[config.mk]
export PLATFORM = sky130hd
export DESIGN_NAME = generation_tagged_priority_queue
export DESIGN_NICKNAME = d
export VERILOG_FILES = /design/src/rtl/core/gtpq_pkg.sv /design/src/rtl/core/gtpq_ram.sv /design/src/rtl/core/generation_tagged_priority_queue.sv
export VERILOG_INCLUDE_DIRS = /design/src /design/src/rtl/core
export SDC_FILE = /design/constraint.sdc
export NUM_CORES = 1
export LEC_CHECK = 0
export BUFFER_PORTS_ARGS = -buffer_cell sky130_fd_sc_hd__clkbuf_2
export CORE_MARGIN = 3
export CORE_UTILIZATION = 60
export CTS_CLUSTER_DIAMETER = 100
export DETAILED_ROUTE_END_ITERATION = 8
export GPL_TIMING_DRIVEN = 1
export HOLD_SLACK_MARGIN = 0.06
export PLACE_DENSITY = 0.77
export SETUP_SLACK_MARGIN = 0.1
export SLEW_MARGIN = 20
export SYNTH_ARGS = -nofsm -noshare
export SYNTH_HDL_FRONTEND = slang
export SYNTH_HIERARCHICAL = 1
export SYNTH_SLANG_ARGS = --single-unit
[constraint.sdc]
create_clock -name i_clk -period 17.01 [get_ports i_clk]
set_clock_uncertainty 0.15 [all_clocks]
set_input_delay 3.402 -clock i_clk [delete_from_list [all_inputs] [get_ports i_clk]]
set_output_delay 3.402 -clock i_clk [all_outputs]
set_load 0.02 [all_outputs]
[src/rtl/core/assert_macros.svh]
// Assertion macros shared by the queue RTL.
// No dependencies; include by bare file name where assertions are written.
`ifndef ASSERT_MACROS_SVH
`define ASSERT_MACROS_SVH

// Check a property on every rising clock edge outside reset.
`define ASSERT_CLK(lbl, clk, rstn, prop, msg) \
    lbl: assert property (@(posedge clk) disable iff (!(rstn)) (prop)) else $error(msg);

// Check that a condition is followed by another in the next cycle.
`define ASSERT_NEXT(lbl, clk, rstn, cond, nxt, msg) \
    lbl: assert property (@(posedge clk) disable iff (!(rstn)) (cond) |=> (nxt)) \
        else $error(msg);

`endif

[src/rtl/core/gtpq_pkg.sv]
// Types and codes for the generation tagged priority queue.
// No dependencies; imported by the queue top level.
package gtpq_pkg;

    typedef enum logic [1:0] {
        FUNC_SUBMIT  = 2'd0,
        FUNC_DEQUEUE = 2'd1,
        FUNC_BUMP    = 2'd2
    } t_func;

    typedef enum logic [2:0] {
        STAT_OK    = 3'd0,
        STAT_FULL  = 3'd1,
        STAT_EMPTY = 3'd2,
        STAT_STALE = 3'd3,
        STAT_BUMP  = 3'd4
    } t_status;

    typedef enum logic [2:0] {
        ST_IDLE,
        ST_INS,
        ST_PUT,
        ST_HEAD,
        ST_WALK
    } t_state;

    typedef struct packed {
        t_func       func;
        logic [15:0] job_tag;
        logic [3:0]  job_priority;
        logic        job_pinned;
        logic [15:0] job_generation;
    } t_req;

    typedef struct packed {
        t_status     status;
        logic [15:0] out_tag;
        logic [3:0]  out_priority;
        logic        out_pinned;
        logic [4:0]  dropped_count;
        logic [4:0]  occupancy;
        logic [15:0] current_generation;
    } t_rsp;

endpackage

[src/rtl/core/gtpq_ram.sv]
// Generic single write port, single read port RAM with registered read data.
// No dependencies; used for the queue entry store.
module gtpq_ram #(
    parameter int WIDTH = 37,
    parameter int DEPTH = 16
) (
    input  logic                     i_clk,
    input  logic                     i_we,
    input  logic [$clog2(DEPTH)-1:0] i_waddr,
    input  logic [WIDTH-1:0]         i_wdata,
    input  logic [$clog2(DEPTH)-1:0] i_raddr,
    output logic [WIDTH-1:0]         o_rdata
);

    logic [WIDTH-1:0] r_mem [DEPTH];
    logic [WIDTH-1:0] r_rdata;

    always_ff @(posedge i_clk) begin
        if (i_we) begin
            r_mem[i_waddr] <= i_wdata;
        end
        r_rdata <= r_mem[i_raddr];
    end

    assign o_rdata = r_rdata;

endmodule

[src/rtl/core/generation_tagged_priority_queue.sv]
// Generation tagged priority queue: top level with its sequencer and entry RAM.
// Depends on gtpq_pkg, gtpq_ram and assert_macros.svh.
//
// Usage:
//   A request (i_req) is taken at a rising edge with start high and busy low.
//   Every request gives exactly one result on o_rsp, valid for one cycle while
//   o_done is high; the receiver cannot stall, so it must take it then.
//   Entries live in one RAM, kept sorted by priority (lower first, equal
//   priorities in arrival order). Per request kind:
//     submit to a full or empty queue, dequeue of an empty queue, bump of an
//     empty queue and unused codes: o_done in the cycle after the request.
//     submit: moves larger entries back one place at a time, from the tail.
//     dequeue: reads the head, then writes each later entry one place lower.
//     bump: one pass over the entries compacting survivors.
//   The walk goes entry by entry through the single RAM read port;
//   busy stays high for the whole walk and the result follows the next cycle.
//   Reset (synchronous, i_rst_n low) empties the queue and sets the current
//   generation to zero; RAM contents are left as they are and are only read
//   below the fill count.
`include "assert_macros.svh"

module generation_tagged_priority_queue #(
    parameter int QUEUE_DEPTH = 16,
    parameter int GEN_BITS    = 16
) (
    input  logic          i_clk,
    input  logic          i_rst_n,
    input  logic          start,
    input  gtpq_pkg::t_req i_req,
    output logic          busy,
    output logic          o_done,
    output gtpq_pkg::t_rsp o_rsp
);

    import gtpq_pkg::*;

    localparam int AW   = $clog2(QUEUE_DEPTH);
    localparam int CW   = $clog2(QUEUE_DEPTH + 1);
    localparam int EW   = 21 + GEN_BITS;
    localparam int P_HI = GEN_BITS + 4;

    t_state                r_state, n_state;
    logic [CW-1:0]         r_cnt, n_cnt;
    logic [GEN_BITS-1:0]   r_gen, n_gen;
    logic [AW-1:0]         r_idx, n_idx;
    logic [CW-1:0]         r_keep, n_keep;
    logic                  r_deq, n_deq;
    logic [EW-1:0]         r_new, n_new;
    logic [EW-1:0]         r_front, n_front;
    logic                  r_valid, n_valid;
    t_rsp                  r_rsp, n_rsp;

    logic                  accept;
    logic                  we;
    logic [AW-1:0]         waddr;
    logic [EW-1:0]         wdata;
    logic [AW-1:0]         raddr;
    logic [EW-1:0]         rdata;
    logic                  keep;
    logic [CW-1:0]         kept_next;

    gtpq_ram #(
        .WIDTH(EW),
        .DEPTH(QUEUE_DEPTH)
    ) u_ram (
        .i_clk  (i_clk),
        .i_we   (we),
        .i_waddr(waddr),
        .i_wdata(wdata),
        .i_raddr(raddr),
        .o_rdata(rdata)
    );

    function automatic t_rsp mk_rsp(
        input t_status             st,
        input logic [EW-1:0]       e,
        input logic                has_job,
        input logic [CW-1:0]       dropped,
        input logic [CW-1:0]       occ,
        input logic [GEN_BITS-1:0] gen
    );
        t_rsp r;
        r.status             = st;
        r.out_tag            = has_job ? e[EW-1 -: 16] : 16'd0;
        r.out_priority       = has_job ? e[P_HI -: 4] : 4'd0;
        r.out_pinned         = has_job ? e[GEN_BITS] : 1'b0;
        r.dropped_count      = 5'(dropped);
        r.occupancy          = 5'(occ);
        r.current_generation = 16'(gen);
        return r;
    endfunction

    assign accept = start && !busy;
    assign busy   = (r_state != ST_IDLE);
    assign o_done = r_valid;
    assign o_rsp  = r_rsp;

    // Survivor test for the compaction walk: a dequeue keeps every entry.
    assign keep      = r_deq || rdata[GEN_BITS] || (rdata[GEN_BITS-1:0] == r_gen);
    assign kept_next = r_keep + CW'(keep);

    always_ff @(posedge i_clk) begin
        if (!i_rst_n) begin
            r_state <= ST_IDLE;
            r_cnt   <= '0;
            r_gen   <= '0;
            r_valid <= 1'b0;
        end else begin
            r_state <= n_state;
            r_cnt   <= n_cnt;
            r_gen   <= n_gen;
            r_valid <= n_valid;
        end
        r_idx   <= n_idx;
        r_keep  <= n_keep;
        r_deq   <= n_deq;
        r_new   <= n_new;
        r_front <= n_front;
        r_rsp   <= n_rsp;
    end

    always_comb begin
        n_state = r_state;
        n_cnt   = r_cnt;
        n_gen   = r_gen;
        n_idx   = r_idx;
        n_keep  = r_keep;
        n_deq   = r_deq;
        n_new   = r_new;
        n_front = r_front;
        n_valid = 1'b0;
        n_rsp   = r_rsp;
        we      = 1'b0;
        waddr   = '0;
        wdata   = r_new;
        raddr   = '0;

        unique case (r_state)
            ST_IDLE: begin
                if (accept) begin
                    unique case (i_req.func)
                        FUNC_SUBMIT: begin
                            if (r_cnt == CW'(QUEUE_DEPTH)) begin
                                n_valid = 1'b1;
                                n_rsp   = mk_rsp(STAT_FULL, r_new, 1'b0, '0, r_cnt, r_gen);
                            end else begin
                                n_new = {i_req.job_tag, i_req.job_priority, i_req.job_pinned,
                                         GEN_BITS'(i_req.job_generation)};
                                if (r_cnt == '0) begin
                                    we      = 1'b1;
                                    wdata   = n_new;
                                    n_cnt   = CW'(1);
                                    n_valid = 1'b1;
                                    n_rsp   = mk_rsp(STAT_OK, r_new, 1'b0, '0, n_cnt, r_gen);
                                end else begin
                                    // start at the tail and move larger entries back
                                    raddr   = AW'(r_cnt - CW'(1));
                                    n_idx   = raddr;
                                    n_state = ST_INS;
                                end
                            end
                        end
                        FUNC_DEQUEUE: begin
                            if (r_cnt == '0) begin
                                n_valid = 1'b1;
                                n_rsp   = mk_rsp(STAT_EMPTY, r_new, 1'b0, '0, r_cnt, r_gen);
                            end else begin
                                n_state = ST_HEAD;
                            end
                        end
                        FUNC_BUMP: begin
                            n_gen = r_gen + GEN_BITS'(1);
                            if (r_cnt == '0) begin
                                n_valid = 1'b1;
                                n_rsp   = mk_rsp(STAT_BUMP, r_new, 1'b0, '0, r_cnt, n_gen);
                            end else begin
                                n_idx   = '0;
                                n_keep  = '0;
                                n_deq   = 1'b0;
                                n_state = ST_WALK;
                            end
                        end
                        default: begin
                            n_valid = 1'b1;
                            n_rsp   = mk_rsp(STAT_OK, r_new, 1'b0, '0, r_cnt, r_gen);
                        end
                    endcase
                end
            end
            ST_INS: begin
                we    = 1'b1;
                waddr = r_idx + AW'(1);
                if (rdata[P_HI -: 4] > r_new[P_HI -: 4]) begin
                    wdata = rdata;
                    if (r_idx == '0) begin
                        n_state = ST_PUT;
                    end else begin
                        raddr = r_idx - AW'(1);
                        n_idx = raddr;
                    end
                end else begin
                    wdata   = r_new;
                    n_cnt   = r_cnt + CW'(1);
                    n_valid = 1'b1;
                    n_rsp   = mk_rsp(STAT_OK, r_new, 1'b0, '0, n_cnt, r_gen);
                    n_state = ST_IDLE;
                end
            end
            ST_PUT: begin
                we      = 1'b1;
                waddr   = '0;
                wdata   = r_new;
                n_cnt   = r_cnt + CW'(1);
                n_valid = 1'b1;
                n_rsp   = mk_rsp(STAT_OK, r_new, 1'b0, '0, n_cnt, r_gen);
                n_state = ST_IDLE;
            end
            ST_HEAD: begin
                n_front = rdata;
                if (r_cnt == CW'(1)) begin
                    n_cnt   = '0;
                    n_valid = 1'b1;
                    n_rsp   = mk_rsp((!rdata[GEN_BITS] && (rdata[GEN_BITS-1:0] != r_gen))
                                     ? STAT_STALE : STAT_OK,
                                     rdata, 1'b1, '0, n_cnt, r_gen);
                    n_state = ST_IDLE;
                end else begin
                    // shift the rest down by one
                    raddr   = AW'(1);
                    n_idx   = raddr;
                    n_keep  = '0;
                    n_deq   = 1'b1;
                    n_state = ST_WALK;
                end
            end
            ST_WALK: begin
                we    = keep;
                waddr = r_keep[AW-1:0];
                wdata = rdata;
                if (r_idx == AW'(r_cnt - CW'(1))) begin
                    n_cnt   = kept_next;
                    n_valid = 1'b1;
                    if (r_deq) begin
                        n_rsp = mk_rsp((!r_front[GEN_BITS] &&
                                        (r_front[GEN_BITS-1:0] != r_gen))
                                       ? STAT_STALE : STAT_OK,
                                       r_front, 1'b1, '0, kept_next, r_gen);
                    end else begin
                        n_rsp = mk_rsp(STAT_BUMP, r_front, 1'b0, r_cnt - kept_next,
                                       kept_next, r_gen);
                    end
                    n_state = ST_IDLE;
                end else begin
                    raddr  = r_idx + AW'(1);
                    n_idx  = raddr;
                    n_keep = kept_next;
                end
            end
            default: begin
                n_state = ST_IDLE;
            end
        endcase
    end

    `ASSERT_CLK(a_cnt_bound, i_clk, i_rst_n, r_cnt <= CW'(QUEUE_DEPTH),
        "fill count exceeds queue depth")
    `ASSERT_NEXT(a_accept_progress, i_clk, i_rst_n, accept, busy || o_done,
        "request neither in progress nor answered")
    `ASSERT_CLK(a_walk_order, i_clk, i_rst_n,
        (r_state != ST_WALK) || (r_keep <= CW'(r_idx)),
        "compaction write overtakes read")
    `ASSERT_CLK(a_ins_not_full, i_clk, i_rst_n,
        (r_state != ST_INS && r_state != ST_PUT) || (r_cnt != CW'(QUEUE_DEPTH)),
        "insertion into a full queue")

endmodule

* Word-level counts from Yosys, hierarchy flattened *
Memories as Yosys holds them, arrays and structs flattened. A register that Yosys moved wholly into a read port is not among the register bits.
Cells that the tools add are included.
W data, S select, Z words.

word-level totals
  register bits = 159
  latch bits = 0
  memory bits (writable) = 592
  bits in read-only memories = 0
  memories kept = 1

memories
  name         words  width  read ports  clocked after memory_dff  wr ports  line            source
  u_ram.r_mem  16     37     1           1                         1         gtpq_ram.sv:15  logic [WIDTH-1:0] r_mem [DEPTH];

operators by class
  add/sub/neg operators = 7
  $mul = 0
  div/mod/pow operators = 0
  magnitude comparators = 1
  eq/ne operators = 35
  shifts and indexed selects = 0
  mux-type cells = 83
  bitwise logic cells = 1
  reduce and logical (&&, ||, !) cells = 27

operator list
  kind                     number
  $mux W50                 9
  $pmux W50 S5             1
  $mux W37                 5
  $pmux W50 S3             1
  $pmux W37 S3             1
  $mux W4                  15
  $mux W5                  12
  $ne A16 B16 Y1           2
  $pmux W4 S4              2
  $mux W3                  9
  $pmux W5 S5              1
  $reduce_and A8 Y1        3
  $ne A2 B2 Y1 const B     11
  $ne A3 B3 Y1 const B     7
  $add A16 B1 Y16 const B  1
  $eq A16 B16 Y1           1
  $mux W1                  16
  $pmux W4 S2              2
  $pmux W5 S3              1
  $pmux W3 S4              1
  $reduce_and A10 Y1       1
  $pmux W3 S3              1
  $sub A4 B1 Y4 const B    2
  $eq A3 B2 Y1 const B     2
  other kinds (37)         47

* Logic depth before layout (Yosys ltp) *
  depth in word-level cells = 8
  gate-level depth with buffers = 14
  gate-level depth less buffers = 12

* Modules after synthesis *
The synthesis kept the hierarchy.

by module, submodules not included
  module                            times used  cells an instance  area each (um2)  sequential area each (um2)
  gtpq_ram                          1           963                22942.0          18517.8
  generation_tagged_priority_queue  1           727                8414.3           4524.3

* Worst setup path before layout *
Ideal clock, no wire load.

  path type = in2reg
  start = in i_req[37] (netlist name)
  end = reg r_rsp, in the netlist o_rsp[0], enable pin
  library setup time = 0.533 ns
  data arrival time = 7.990 ns
  data required time = 16.327 ns
  slack = 8.337 ns
  stages = 6
  cells stage by stage = inv_1 > ha_1 > dlymetal6s2s_1 > nor3_1 > o21ai_0 > a211oi_1

between the ends
  longest elaborated chain between the ends = 3
  elaborated cells on any way between the ends = 7
  those cells by class = 5 x eq/ne; 2 x reduce/logical

RTL lines
  what                                                    line                                     source
  start, declared                                         generation_tagged_priority_queue.sv:29   input gtpq_pkg::t_req i_req,
  $eq A2 B1 Y1, or another cell as far along              generation_tagged_priority_queue.sv:141  unique case (i_req.func)
  $ne A3 B3 Y1 (no line) or $ne A4 B4 Y1 (tied branches)  --
  $reduce_and A8 Y1 (no line) (*)                         --
  end signal, assigned                                    generation_tagged_priority_queue.sv:119  r_rsp <= n_rsp;
  end, declared                                           generation_tagged_priority_queue.sv:51   t_rsp r_rsp, n_rsp;

Every way passes the cells marked *; elsewhere a longest branch is shown, timed or not.
A chain may end at the register's enable or synchronous reset.

* Worst setup path in the final report *
  start = in i_req[37] (netlist name)
  end = reg u_ram.r_rdata[10] (netlist: u_ram/o_rdata[10]) (read register of u_ram.r_mem)

between the ends
  longest elaborated chain between the ends = 4

RTL lines
  what                line                                     source
  $logic_not A2 Y1    generation_tagged_priority_queue.sv:141
  $mux W4             generation_tagged_priority_queue.sv:141
  $mux W4             generation_tagged_priority_queue.sv:140  if (accept) begin
  $pmux W4 S4         generation_tagged_priority_queue.sv:138  unique case (r_state)
  named net raddr[0]  generation_tagged_priority_queue.sv:57   logic [AW-1:0] raddr;
  end, declared       gtpq_ram.sv:16                           logic [WIDTH-1:0] r_rdata;

The timed path passes the listed nets, and every way through them passes these cells.

==> results.yml <==
synthesis:
  synth.most_common_cell: "edfxtp_1"
  synth.area.mux_share: 0.107
  synthTopCellsByCount: "edfxtp_1 (726), mux4_2 (148), nand2_1 (88)"
  synth_top_family_by_area: "multiplexers"
  synth-compound-area-share: 0.0603
  synth_cell_type_count: 76
  synth_top_cell_area_share: 0.695
  synth_edf_count: 726
  ys_warn_count: 6
  synth-adder-area-share: 0.0101
  ys_ff_latch: 788
  synth-simple-area-share: 0.0466
  synth_top_area_cell: "edfxtp_1"
  ys.flop_type: "edfxtp_1"
  synth_nets: 1755
  syn_area_sq_um: 31400
  syn_inst: 1690
  yosysSeqAreaShare: 0.735
  synthTopCellsByArea: "edfxtp_1 (70%), mux4_2 (11%), dfxtp_1 (4.0%), a22oi_1 (1.8%), xor2_1 (1.5%)"
  synth_xor_area_frac: 0.0203
  syn_avg_cell_area_sq_um: 18.6
  async_reset_ff_frac: 0
sta:
  drv_slew: 0
  hold_viol: 0
  tightest_slew_ns: 1.02
  slew_headroom: 0.320
  tns_ns: 0
  fin_ws_ns: 10.12
  fin_crit_ns: 6.89
  grt_setup_unrepaired: "false"
  post-route-period-util: 0.405
  fmax_mhz: 145
  setup_violations: 0
routing:
  drt-initial-drc-count: 2341
  remaining_drc_errors: 0
  routed_wl_um: 74900
  num_vias: 17000
  avgRoutedWirePerCell_um: 29.6
  firstDrtPassIters: 5
  final_antenna_net_count: 0
  via_per_inst: 6.75
clock_tree:
  cts-root-buf: "clkbuf_16"
  cts.sinks: 788
  htree_levels: 3
  post-cts-setup-buffer-count: 0
  clockBufferDepth: 3
  cts_tree: "built"
  cts_buffers: 78
  clock_latency_ns: 0.61
  clkTransAtPathRegs_ns: 0.06
  cts_resized: 0
  holdBufCountCts: 0
power_and_ir_drop:
  p_sw_mw: 1.76
  p_clk_frac: 0.292
  p_seq_frac: 0.463
  p_int_mw: 4.07
  powerDensity_nw_per_um2: 167
  power.total_mw: 5.83
  switching_share: 0.302
  p_leak_nw: 11.3
  ir_drop_mv: 0.106
  pwr-share-comb: 0.245
cells_and_area:
  syn2layout_area_growth_pct: 11.7
  final_area_sq_um: 35000
  num_antenna_cells: 0
  layout-drive-gt1-share: 0.236
  postLayoutCoreUtil: 0.680
  nets: 1851
global_routing:
  grt_pass1_vias: 17100
  grt_use_total: 0.273
  grt_max_degree: 149
  antenna_found_initial: 0
  grt-ovfl-total: 0
  grt_pass1_wl_um: 111000
place:
  post_dp_cell_area_sq_um: 32500
  numPortBuffers: 93
  dp_hpwl_um: 36600
  place_congestion: 0.878
  dp_slack_ns: 9.49
outcome:
  status: "completed"
floorplan:
  chipWidth_um: 235
  fp.coreArea_sq_um: 51500
  fp.dieH_um: 235
  start_util: 0.609
  fp-row-count: 83
  pin_count: 94
  die_area_sq_um: 55000
worst_setup_path:
  r2r_end: "u_ram/o_rdata[10]"
  endpoint_kind: "flop"
  r2r-start: "r_state[0]"
  worst-setup-path-type: "input pin to flop"
  reg2reg_depth: 10
  cp.arrival_ns: 7.23
  ff2ff_setup_slack_ns: 11.94
  required_ns: 17.34
  worst_setup_path_start_kind: "input pin"
  critPathMaxFanout: 101
min_path:
  hold_class: "flop to flop"
  hold_depth: 0
  hp-start: "u_ram/o_rdata[35]"
  whs_endpoint: "r_front[35]"
run:
  cap_violations: 0
worst max-delay path by stage:
stage / start / endpoint / depth (start not counted)
2_1_floorplan: i_req[37] / o_rsp[0] / 6
3_3_place_gp: i_req[38] / u_ram/o_rdata[9] / 10
3_5_place_dp: i_req[37] / u_ram/o_rdata[27] / 10
4_1_cts: i_req[37] / u_ram/o_rdata[25] / 10
5_1_grt: i_req[38] / u_ram/o_rdata[10] / 10
6_report: i_req[37] / u_ram/o_rdata[10] / 10
area by class of cell:
class	count	area [sq um]
well taps	680	851
clock inverters	32	348
inverters	17	63.8
flip-flops and latches	788	23000
repair buffers	123	716
multi-input cells	778	7820
fillers	3247	16500
clock buffers	108	2190
sequential cells by signal, summed over array words and instances (netlist names):
register / cells
u_ram/r_mem: 592
o_rsp: 50
r_front: 37
r_new: 37
u_ram/o_rdata: 37
r_gen: 16
r_cnt: 5
r_keep: 5
r_idx: 4
r_state: 3
o_done: 1
r_deq: 1
metal layers:
metal	GRT usage	part of all wire
met1	0.381	0.38
met2	0.423	0.48
met3	0.0525	0.10
met5	0	0
met4	0.130	0.046
power groups by stage:
stage	Sequential, mW	Clock, mW	Combinational (mW)
after CTS	2.70	1.72	1.43
after global placement	2.72	0	1.37
final	2.70	1.70	1.43
after detailed placement	2.73	0	1.40
after global routing	2.72	1.80	1.53
after floorplan	2.76	0	0.936
worst max-delay path, cell delays in order:
cell and delay, ns:
clkbuf_2 0.12, inv_1 0.09, ha_1 0.44, nand4_1 0.34
o211ai_1 0.29, buf_4 0.80, buf_12 0.73, mux4_2 0.60
a22oi_1 0.26, nand2_1 0.08
through the flow:
step | hold slack [ns] | std cells
after floorplan | 0.258 | 1690
after global routing | 0.310 | 2526
final | 0.292 | 2526
after CTS | 0.289 | 2526
after detailed placement | 0.276 | 2386
after global placement | 0.268 | 2386
layout by cell type (no fill, tap or decap), types with 22 or more instances in the layout:
cell and count:
a221o_1 37, a22o_1 22, a22oi_1 74, buf_4 28
clkbuf_16 79, clkbuf_2 93, dfxtp_1 62, edfxtp_1 726
ha_1 22, mux4_2 148, nand2_1 88, nor2_1 36
nor2b_1 41, o21ai_0 37, xor2_1 55
logic make-up (layout without fill, tap and decap cells):
| logic type | count (synthesis) | after routing |
|---|---|---|
| muxes | 149 | 149 |
| and+or+nand+nor | 282 | 282 |
| adders and majority gates | 25 | 25 |
| buffers and inverters | 124 | 280 |
| xor gates and xnor gates | 71 | 71 |
| AOI/OAI and AO/OA | 251 | 251 |
| DFF | 788 | 788 |
Power figures use the tool's default switching activity.
